## src/rtl/fmc_pkg.sv

```systemverilog
`default_nettype none

package fmc_pkg;

  localparam int unsigned CfgWidth = 16;
  localparam int unsigned CfgIndexWidth = 2;

  localparam logic [6:0]  ManualSpeedRst = 7'd50;
  localparam logic [15:0] LockoutMsRst   = 16'd500;
  localparam logic [15:0] BurstHalfMsRst = 16'd300;
  localparam logic [6:0]  FullSpeed      = 7'd100;

  // Register indexes of the configuration port.
  localparam logic [CfgIndexWidth-1:0] RegManualSpeed = 2'd0;
  localparam logic [CfgIndexWidth-1:0] RegLockoutMs   = 2'd1;
  localparam logic [CfgIndexWidth-1:0] RegBurstHalfMs = 2'd2;

  // Mode codes as reported on the result channel.
  localparam logic [1:0] ModeManual = 2'd0;
  localparam logic [1:0] ModeAuto   = 2'd1;
  localparam logic [1:0] ModeBurst  = 2'd2;
  localparam logic [1:0] ModeStop   = 2'd3;

  typedef enum logic [3:0] {
    StManual = 4'b0001,
    StAuto   = 4'b0010,
    StBurst  = 4'b0100,
    StStop   = 4'b1000
  } fmc_state_e;

  typedef struct packed {
    logic [6:0]  manual_speed;
    logic [15:0] lockout_ms;
    logic [15:0] burst_half_ms;
  } fmc_cfg_t;

  typedef struct packed {
    logic [6:0] speed_percent;
    logic [1:0] mode;
    logic       mode_changed;
    logic       motor_stopped;
  } fmc_result_t;

  function automatic logic [1:0] mode_code(fmc_state_e st);
    logic [1:0] code;
    unique case (st)
      StManual: code = ModeManual;
      StAuto:   code = ModeAuto;
      StBurst:  code = ModeBurst;
      StStop:   code = ModeStop;
      default:  code = ModeManual;
    endcase
    return code;
  endfunction

endpackage

`default_nettype wire

```

## src/rtl/fmc_in_if.sv

```systemverilog
`default_nettype none

interface fmc_in_if;
  logic               valid;
  logic               ready;
  logic               button_level;
  logic signed [11:0] temperature_tenths;

  modport source (output valid, output button_level, output temperature_tenths,
                  input ready);
  modport sink (input valid, input button_level, input temperature_tenths,
                output ready);
endinterface

`default_nettype wire

```

## src/rtl/fmc_out_if.sv

```systemverilog
`default_nettype none

interface fmc_out_if;
  logic       valid;
  logic       ready;
  logic [6:0] speed_percent;
  logic [1:0] mode;
  logic       mode_changed;
  logic       motor_stopped;

  modport source (output valid, output speed_percent, output mode,
                  output mode_changed, output motor_stopped, input ready);
  modport sink (input valid, input speed_percent, input mode,
                input mode_changed, input motor_stopped, output ready);
endinterface

`default_nettype wire

```

## src/rtl/fmc_core.sv

```systemverilog
`default_nettype none

module fmc_core
  import fmc_pkg::*;
(
  input  wire logic                     clk_i,
  input  wire logic                     rst_ni,
  input  wire logic                     cfg_we_i,
  input  wire logic [CfgIndexWidth-1:0] cfg_index_i,
  input  wire logic [CfgWidth-1:0]      cfg_data_i,
  input  wire logic                     accept_i,
  input  wire logic                     button_level_i,
  input  wire logic signed [11:0]       temperature_tenths_i,
  output fmc_result_t                   result_o
);

  fmc_cfg_t   cfg_q;
  fmc_state_e state_q, state_d, state_adv;
  logic       prev_level_q;
  logic [15:0] since_q, since_d, since_inc;
  logic [15:0] burst_timer_q, burst_timer_d, timer_base, timer_inc;
  logic        burst_on_q, burst_on_d, on_base;
  logic        press;
  logic [10:0] temp_mag;
  logic [23:0] temp_prod;
  logic [8:0]  temp_div5;
  logic [6:0]  auto_speed;
  logic [6:0]  manual_speed;

  always_ff @(posedge clk_i or negedge rst_ni) begin
    if (!rst_ni) begin
      cfg_q.manual_speed  <= ManualSpeedRst;
      cfg_q.lockout_ms    <= LockoutMsRst;
      cfg_q.burst_half_ms <= BurstHalfMsRst;
    end else if (cfg_we_i) begin
      unique case (cfg_index_i)
        RegManualSpeed: cfg_q.manual_speed  <= cfg_data_i[6:0];
        RegLockoutMs:   cfg_q.lockout_ms    <= cfg_data_i;
        RegBurstHalfMs: cfg_q.burst_half_ms <= cfg_data_i;
        default: ;
      endcase
    end
  end

  always_comb begin
    unique case (state_q)
      StManual: state_adv = StAuto;
      StAuto:   state_adv = StBurst;
      StBurst:  state_adv = StStop;
      StStop:   state_adv = StManual;
      default:  state_adv = StManual;
    endcase
  end

  // Division by five through a reciprocal; exact for magnitudes below 2048.
  assign temp_mag  = temperature_tenths_i[10:0];
  assign temp_prod = {13'd0, temp_mag} * 24'd6554;
  assign temp_div5 = temp_prod[23:15];

  always_comb begin
    if (temperature_tenths_i[11] || temp_mag == 11'd0) begin
      auto_speed = 7'd0;
    end else if (temp_div5 > {2'd0, FullSpeed}) begin
      auto_speed = FullSpeed;
    end else begin
      auto_speed = temp_div5[6:0];
    end
  end

  assign manual_speed = (cfg_q.manual_speed > FullSpeed) ? FullSpeed : cfg_q.manual_speed;

  assign since_inc = (since_q == 16'hFFFF) ? since_q : since_q + 16'd1;
  assign press     = prev_level_q && !button_level_i && (since_inc > cfg_q.lockout_ms);
  assign state_d   = press ? state_adv : state_q;
  assign since_d   = press ? 16'd0 : since_inc;

  always_comb begin
    if (press && state_adv == StBurst) begin
      timer_base = 16'd0;
      on_base    = 1'b1;
    end else begin
      timer_base = burst_timer_q;
      on_base    = burst_on_q;
    end
    timer_inc     = timer_base + 16'd1;
    burst_timer_d = timer_base;
    burst_on_d    = on_base;
    result_o.mode          = mode_code(state_d);
    result_o.mode_changed  = press;
    result_o.motor_stopped = 1'b0;
    unique case (state_d)
      StManual: result_o.speed_percent = manual_speed;
      StAuto:   result_o.speed_percent = auto_speed;
      StBurst: begin
        result_o.speed_percent = on_base ? FullSpeed : 7'd0;
        // A zero half period acts as one, since the compare always holds.
        if (timer_inc >= cfg_q.burst_half_ms) begin
          burst_timer_d = 16'd0;
          burst_on_d    = !on_base;
        end else begin
          burst_timer_d = timer_inc;
        end
      end
      StStop: begin
        result_o.speed_percent = 7'd0;
        result_o.motor_stopped = 1'b1;
      end
      default: result_o.speed_percent = 7'd0;
    endcase
  end

  always_ff @(posedge clk_i or negedge rst_ni) begin
    if (!rst_ni) begin
      state_q       <= StManual;
      prev_level_q  <= 1'b1;
      since_q       <= 16'd0;
      burst_timer_q <= 16'd0;
      burst_on_q    <= 1'b1;
    end else if (accept_i) begin
      state_q       <= state_d;
      prev_level_q  <= button_level_i;
      since_q       <= since_d;
      burst_timer_q <= burst_timer_d;
      burst_on_q    <= burst_on_d;
    end
  end

endmodule

`default_nettype wire

```

## src/rtl/fmc_skid.sv

```systemverilog
`default_nettype none

module fmc_skid
  import fmc_pkg::*;
(
  input  wire logic        clk_i,
  input  wire logic        rst_ni,
  input  wire logic        push_i,
  input  wire fmc_result_t data_i,
  output logic             ready_o,
  fmc_out_if.source        out_res
);

  fmc_result_t main_q, skid_q;
  logic        main_valid_q, skid_valid_q;
  logic        pop;

  assign pop     = main_valid_q && out_res.ready;
  assign ready_o = !skid_valid_q;

  always_ff @(posedge clk_i or negedge rst_ni) begin
    if (!rst_ni) begin
      main_valid_q <= 1'b0;
      skid_valid_q <= 1'b0;
    end else if (!main_valid_q || pop) begin
      main_valid_q <= skid_valid_q || push_i;
      skid_valid_q <= 1'b0;
    end else if (push_i) begin
      skid_valid_q <= 1'b1;
    end
  end

  always_ff @(posedge clk_i) begin
    if (!main_valid_q || pop) begin
      main_q <= skid_valid_q ? skid_q : data_i;
    end else if (push_i) begin
      skid_q <= data_i;
    end
  end

  assign out_res.valid         = main_valid_q;
  assign out_res.speed_percent = main_q.speed_percent;
  assign out_res.mode          = main_q.mode;
  assign out_res.mode_changed  = main_q.mode_changed;
  assign out_res.motor_stopped = main_q.motor_stopped;

endmodule

`default_nettype wire

```

## src/rtl/fan_mode_controller_unit.sv

```systemverilog
`default_nettype none

// Fan mode controller. Each request is one millisecond tick with the button
// level and the temperature; each yields exactly one result with the speed,
// the mode, a press flag and the motor-stop flag. One request is taken every
// clock cycle unless the input stalls, and its result is registered in the
// output buffer: the mode, lockout and burst counters are updated at
// acceptance. A two-entry output buffer keeps requests flowing while a result
// waits, so the input only stalls once two results are held. Configuration
// writes take effect on the next cycle and belong in idle periods.
module fan_mode_controller_unit
  import fmc_pkg::*;
(
  input  wire logic                     clk_i,
  input  wire logic                     rst_ni,
  fmc_in_if.sink                        in_req,
  fmc_out_if.source                     out_res,
  input  wire logic                     cfg_we_i,
  input  wire logic [CfgIndexWidth-1:0] cfg_index_i,
  input  wire logic [CfgWidth-1:0]      cfg_data_i
);

  fmc_result_t result;
  logic        accept;
  logic        buf_ready;

  assign in_req.ready = buf_ready;
  assign accept       = in_req.valid && buf_ready;

  fmc_core u_core (
    .clk_i                (clk_i),
    .rst_ni               (rst_ni),
    .cfg_we_i             (cfg_we_i),
    .cfg_index_i          (cfg_index_i),
    .cfg_data_i           (cfg_data_i),
    .accept_i             (accept),
    .button_level_i       (in_req.button_level),
    .temperature_tenths_i (in_req.temperature_tenths),
    .result_o             (result)
  );

  fmc_skid u_skid (
    .clk_i   (clk_i),
    .rst_ni  (rst_ni),
    .push_i  (accept),
    .data_i  (result),
    .ready_o (buf_ready),
    .out_res (out_res)
  );

`ifndef SYNTH
  a_stop_flag: assert property (@(posedge clk_i) disable iff (!rst_ni)
    out_res.valid |-> (out_res.motor_stopped == (out_res.mode == ModeStop)))
    else $error("motor stop flag disagrees with mode");

  a_speed_range: assert property (@(posedge clk_i) disable iff (!rst_ni)
    out_res.valid |-> (out_res.speed_percent <= FullSpeed &&
                       (!out_res.motor_stopped || out_res.speed_percent == 7'd0)))
    else $error("speed out of range");

  a_stall_cause: assert property (@(posedge clk_i) disable iff (!rst_ni)
    !in_req.ready |-> out_res.valid)
    else $error("input stalled with no result pending");

  a_fill: assert property (@(posedge clk_i) disable iff (!rst_ni)
    (in_req.valid && in_req.ready) |=> out_res.valid)
    else $error("accepted request produced no result");
`endif

endmodule

`default_nettype wire
```

## src/flat_wrapper.sv

```systemverilog
// flat-port wrapper written by rule: the top's interface ports become plain ports
module fan_mode_controller_unit_flat import fmc_pkg::*;
  (clk_i, rst_ni, cfg_we_i, cfg_index_i, cfg_data_i, in_req_valid, in_req_button_level, in_req_temperature_tenths, in_req_ready, out_res_valid, out_res_speed_percent, out_res_mode, out_res_mode_changed, out_res_motor_stopped, out_res_ready);
  fmc_in_if in_req_i ();
  fmc_out_if out_res_i ();
  input  wire logic clk_i;
  input  wire logic rst_ni;
  input  wire logic cfg_we_i;
  input  wire logic [CfgIndexWidth-1:0] cfg_index_i;
  input  wire logic [CfgWidth-1:0] cfg_data_i;
  input wire logic [$bits(in_req_i.valid)-1:0] in_req_valid;
  input wire logic [$bits(in_req_i.button_level)-1:0] in_req_button_level;
  input wire logic [$bits(in_req_i.temperature_tenths)-1:0] in_req_temperature_tenths;
  output wire logic [$bits(in_req_i.ready)-1:0] in_req_ready;
  output wire logic [$bits(out_res_i.valid)-1:0] out_res_valid;
  output wire logic [$bits(out_res_i.speed_percent)-1:0] out_res_speed_percent;
  output wire logic [$bits(out_res_i.mode)-1:0] out_res_mode;
  output wire logic [$bits(out_res_i.mode_changed)-1:0] out_res_mode_changed;
  output wire logic [$bits(out_res_i.motor_stopped)-1:0] out_res_motor_stopped;
  input wire logic [$bits(out_res_i.ready)-1:0] out_res_ready;
  assign in_req_i.valid = in_req_valid;
  assign in_req_i.button_level = in_req_button_level;
  assign in_req_i.temperature_tenths = in_req_temperature_tenths;
  assign in_req_ready = in_req_i.ready;
  assign out_res_valid = out_res_i.valid;
  assign out_res_speed_percent = out_res_i.speed_percent;
  assign out_res_mode = out_res_i.mode;
  assign out_res_mode_changed = out_res_i.mode_changed;
  assign out_res_motor_stopped = out_res_i.motor_stopped;
  assign out_res_i.ready = out_res_ready;
  fan_mode_controller_unit u_core (.clk_i(clk_i), .rst_ni(rst_ni), .in_req(in_req_i), .out_res(out_res_i), .cfg_we_i(cfg_we_i), .cfg_index_i(cfg_index_i), .cfg_data_i(cfg_data_i));
endmodule
```

## config.mk

```make
export PLATFORM = sky130hd
export DESIGN_NAME = fan_mode_controller_unit_flat
export DESIGN_NICKNAME = d
export VERILOG_FILES = /design/src/rtl/fmc_pkg.sv /design/src/rtl/fmc_in_if.sv /design/src/rtl/fmc_out_if.sv /design/src/rtl/fmc_core.sv /design/src/rtl/fmc_skid.sv /design/src/rtl/fan_mode_controller_unit.sv /design/src/flat_wrapper.sv
export SDC_FILE = /design/constraint.sdc
export NUM_CORES = 1
export LEC_CHECK = 0
export ABC_AREA = 1
export ABC_CLOCK_PERIOD_IN_PS = 8300
export BUFFER_PORTS_ARGS = -buffer_cell sky130_fd_sc_hd__buf_2
export CORE_ASPECT_RATIO = 1.5
export CORE_MARGIN = 2
export CORE_UTILIZATION = 55
export CTS_BUF_LIST = sky130_fd_sc_hd__clkbuf_4 sky130_fd_sc_hd__clkbuf_8
export CTS_CLUSTER_DIAMETER = 100
export DETAILED_ROUTE_END_ITERATION = 10
export PLACE_DENSITY = 0.7
export SKIP_CTS_REPAIR_TIMING = 1
export SLEW_MARGIN = 20
export SYNTH_ARGS = -nofsm -noshare
export SYNTH_HDL_FRONTEND = slang
export SYNTH_SLANG_ARGS = --single-unit
```

## constraint.sdc

```tcl
create_clock -name clk_i -period 8.3 [get_ports clk_i]
set_input_delay 1.66 -clock clk_i [delete_from_list [all_inputs] [get_ports clk_i]]
set_output_delay 1.66 -clock clk_i [all_outputs]
set_load 0.005 [all_outputs]
```

==> impl_metrics.csv <==
group,metric,value,unit
place,post-dp-hpwl,15140,µm
power,leakagePower,0.005061,µW
worst_setup_path,endpoint_kind,"register",
sta,finalHoldViolations,0,
power,vdd_drop_max,0.0001221,V
cells_and_area,fill_cell_count,1473,
sta,achievable-frequency,0.1613,GHz
sta,worst_slew_margin_rel,34.65,%
yosys,netlist_area,8594,µm²
global_route,overflow,0,
yosys,netlist.area_leader.share,18.34,%
sta,rsz0062_at_grt,"false",
yosys,post_synth_inst_count,1141,
routing,detailedRoute.firstIterationViolations,339,
cts,cts_tree,"built",
yosys,leading_post_synthesis_cells_by_cell_area,"dfrtp_1 (18%), ha_1 (15%), nand2_1 (12%)",
cells_and_area,diodes,0,
global_route,antenna_found_initial,0,
cts,clk_transition_reported_paths,100,ps
routing,drt_drc_violations_left,0,
place,portBuffers,48,
floorplan,die_area,16660,µm²
power,switching_portion_of_total_power,48.16,%
run,maxCapViolations,0,
floorplan,chipHeight,157.1,µm
power,power.sequential.fraction,28.6,%
cells_and_area,layout.nets,1352,
yosys,synth.yosys.seq_area_share,30.92,%
worst_setup_path,reg2reg_slack,2100,ps
routing,vias,7240,
yosys,yosysWarningCount,0,
yosys,synthDistinctLibCells,40,
worst_setup_path,worst_r2r_startpoint,"u_core.u_core.since_q[0]",
worst_hold_path,worst_hold_path.endpoint,"u_core.u_core.cfg_q[6]",
routing,ant_nets,0,
sta,final.period_utilization,74.69,%
worst_setup_path,path_max_fanout,30,
floorplan,initial_utilization,55.50,%
worst_setup_path,timing.critical_path.slowest_stage_cell,"dfrtp_1",
cts,cts-htree-levels,3,
yosys,synth_fp_nets,1311,
floorplan,core_area,15480,µm²
floorplan,die-width,106.1,µm
worst_setup_path,worst-endpoint-arrival,6500,ps
routing,wire_per_inst,13.48,µm
cts,insertion_delay,390,ps
global_route,vias_in_the_first_global_route,6868,
sta,finalSetupViolations,0,
power,power.share.combinational,58.9,%
cts,clkSinkCount,101,
worst_setup_path,crit_path_start_kind,"register",
sta,setup-tns-final,0,ps
cells_and_area,layout-drive-gt1-share,8.762,%
sta,timing_worst_slew_pin_value,977.5,ps
power,clock_power_share,12.5,%
worst_setup_path,worstSetupPathType,"register to register",
worst_setup_path,critical-path-max-stage-delay,410,ps
cells_and_area,final_core_utilization,59.51,%
yosys,yosys_register_bits,101,
cells_and_area,layout-area-overhead-vs-synth,7.221,%
power,switching_power,1263,µW
worst_hold_path,holdPathStages,2,
sta,final_period_minus_worst_setup_slack,6199,ps
floorplan,io_pins,49,
outcome,run_status,"completed",
routing,via_per_inst,5.209,
worst_hold_path,timing.hold.worst.class,"register to register",
global_route,grt_first_pass_wirelength,31370,µm
worst_setup_path,cp.required,8600,ps
cts,clock_tree.buffer_depth,2,
global_route,grt_max_degree,80,
place,gp_congestion,0.8602,
global_route,track_usage,23.46,%
routing,finalWirelength,18740,µm
cts,numCtsBuffers,9,
worst_hold_path,hold_path.startpoint,"u_core.u_core.cfg_q[6]",
worst_setup_path,rr_worst_depth,32,
worst_setup_path,rr_endpoint,"u_core.u_core.burst_timer_q[3]",
cts,clk_root_buffer_cell,"clkbuf_8",
routing,drt_pass1_iterations,5,
sta,fin_skew,19.90,ps
yosys,synthDominantAreaCellType,"dfrtp_1",
power,cellInternalPower,1359,µW
floorplan,core.rowCount,56,
sta,timing_max_transition_violations_final,0,
power,cell_pwr_density,284.5,nW/µm²
yosys,postSynthAreaPerCell,7.532,µm²
-- worst max-delay path by stage --
stage                                      start                                     end  slack (ps)  depth (start not counted)
floorplan           in_req_temperature_tenths[9]  u_core.u_skid.out_res.speed_percent[0]        2330                         27
global placement    in_req_temperature_tenths[3]  u_core.u_skid.out_res.speed_percent[1]        1860                         26
detailed placement  in_req_temperature_tenths[3]  u_core.u_skid.out_res.speed_percent[3]        1790                         26
CTS                     u_core.u_core.since_q[0]          u_core.u_core.burst_timer_q[3]        2020                         32
global route            u_core.u_core.since_q[0]         u_core.u_core.burst_timer_q[11]        1310                         32
finish                  u_core.u_core.since_q[0]          u_core.u_core.burst_timer_q[3]        2100                         32
-- power groups by stage --
stage / Clock, µW / Combinational [µW] / Sequential, µW
floorplan: 0 / 1210 / 734
finish: 329 / 1540 / 750
detailed placement: 0 / 1540 / 758
global placement: 0 / 1520 / 755
global route: 355 / 1800 / 769
CTS: 339 / 1550 / 748
-- sequential cells by signal, summed over array words and instances (netlist names) --
signal and cells:
u_core.u_skid.skid_q 11, u_core.u_core.burst_on_q 1, u_core.u_core.cfg_q 39, u_core.u_core.burst_timer_q 16
u_core.u_skid.out_res.motor_stopped 1, u_core.u_skid.out_res.speed_percent 7, u_core.u_skid.out_res.valid 1, u_core.u_skid.out_res.mode_changed 1
u_core.u_skid.skid_valid_q 1, u_core.u_skid.out_res.mode 2, u_core.u_core.since_q 16, u_core.u_core.state_q 4
u_core.u_core.prev_level_q 1
-- cell families after synthesis --
kind of cell	share of synthesized area, %
and+or+nand+nor	23.88
buffers and inverters	11.81
AOI/OAI and AO/OA	10.06
adders and majority gates	22.22
DFF	30.92
xor gates and xnor gates	1.121
-- worst max-delay path, delay by kind of cell (launching register included) --
family | cells | cell delay, ps
xor+xnor | 1 | 190
compound gates | 4 | 670
fa+ha+maj | 3 | 790
flops | 1 | 410
buf+inv | 5 | 510
simple gates | 19 | 3520
-- per-stage QoR --
stage	cells	cell area (µm²)	power (µW)	worst slack, ps	hold slack [ps]
after detailed placement	1374	9011	2299	1785	472.9
after global routing	1390	9215	2928	1314	517.6
final	1390	9215	2622	2101	491.9
after floorplan	1141	8594	1945	2333	453.0
after global placement	1374	9011	2270	1862	465.0
after CTS	1390	9211	2638	2025	499.4
-- layer usage --
metal	up-vias	track usage (%)	part of all wire (%)
met5	-	0	0
met4	0	8.835	2.6
met3	36	2.526	2.8
met2	146	42.24	51
met1	3358	28.88	43
li1	3700	-	-
-- cell usage in the layout (no fill, tap or decap), drive strengths merged --
cell type / count
inv: 246
dfrtp: 63
nand3b: 2
edfxtp: 22
xor2: 9
clkbuf: 10
a21o: 1
nor4: 6
nor2: 90
fa: 31
o22ai: 10
and2: 6
a31oi: 5
dfstp: 16
nand2: 272
buf: 51
ha: 103
nand3: 66
a21oi: 60
a41oi: 1
xnor2: 2
nand4: 21
clkinv: 2
o21ai: 74
o21bai: 4
nor3: 8
o211ai: 2
bufinv: 1
a22oi: 1
a211oi: 2
-- layout make-up --
| type | instances | area, µm² | share of cell area [%] |
|---|---|---|---|
| multi-input combinational | 776 | 4922 | 53.41 |
| sequential | 101 | 2658 | 28.84 |
| inverter | 243 | 912.1 | 9.898 |
| timing repair buffer | 51 | 269.0 | 2.919 |
| tap | 203 | 254.0 | 2.756 |
| clock buffer | 10 | 131.4 | 1.426 |
| clock inverter | 6 | 68.82 | 0.7468 |
-- synthesized netlist by cell type (all sizes together) --
master,n
a211oi,2
a21o,1
a21oi,60
a22oi,1
a31oi,5
a41oi,1
and2,6
buf,5
clkbuf,16
dfrtp,63
dfstp,16
edfxtp,22
fa,31
ha,103
inv,243
nand2,272
nand3,66
nand3b,2
nand4,21
nor2,90
nor3,8
nor4,6
o211ai,2
o21ai,74
o21bai,4
o22ai,10
xnor2,2
xor2,9
Note: power is estimated with default switching activity, not from simulation.
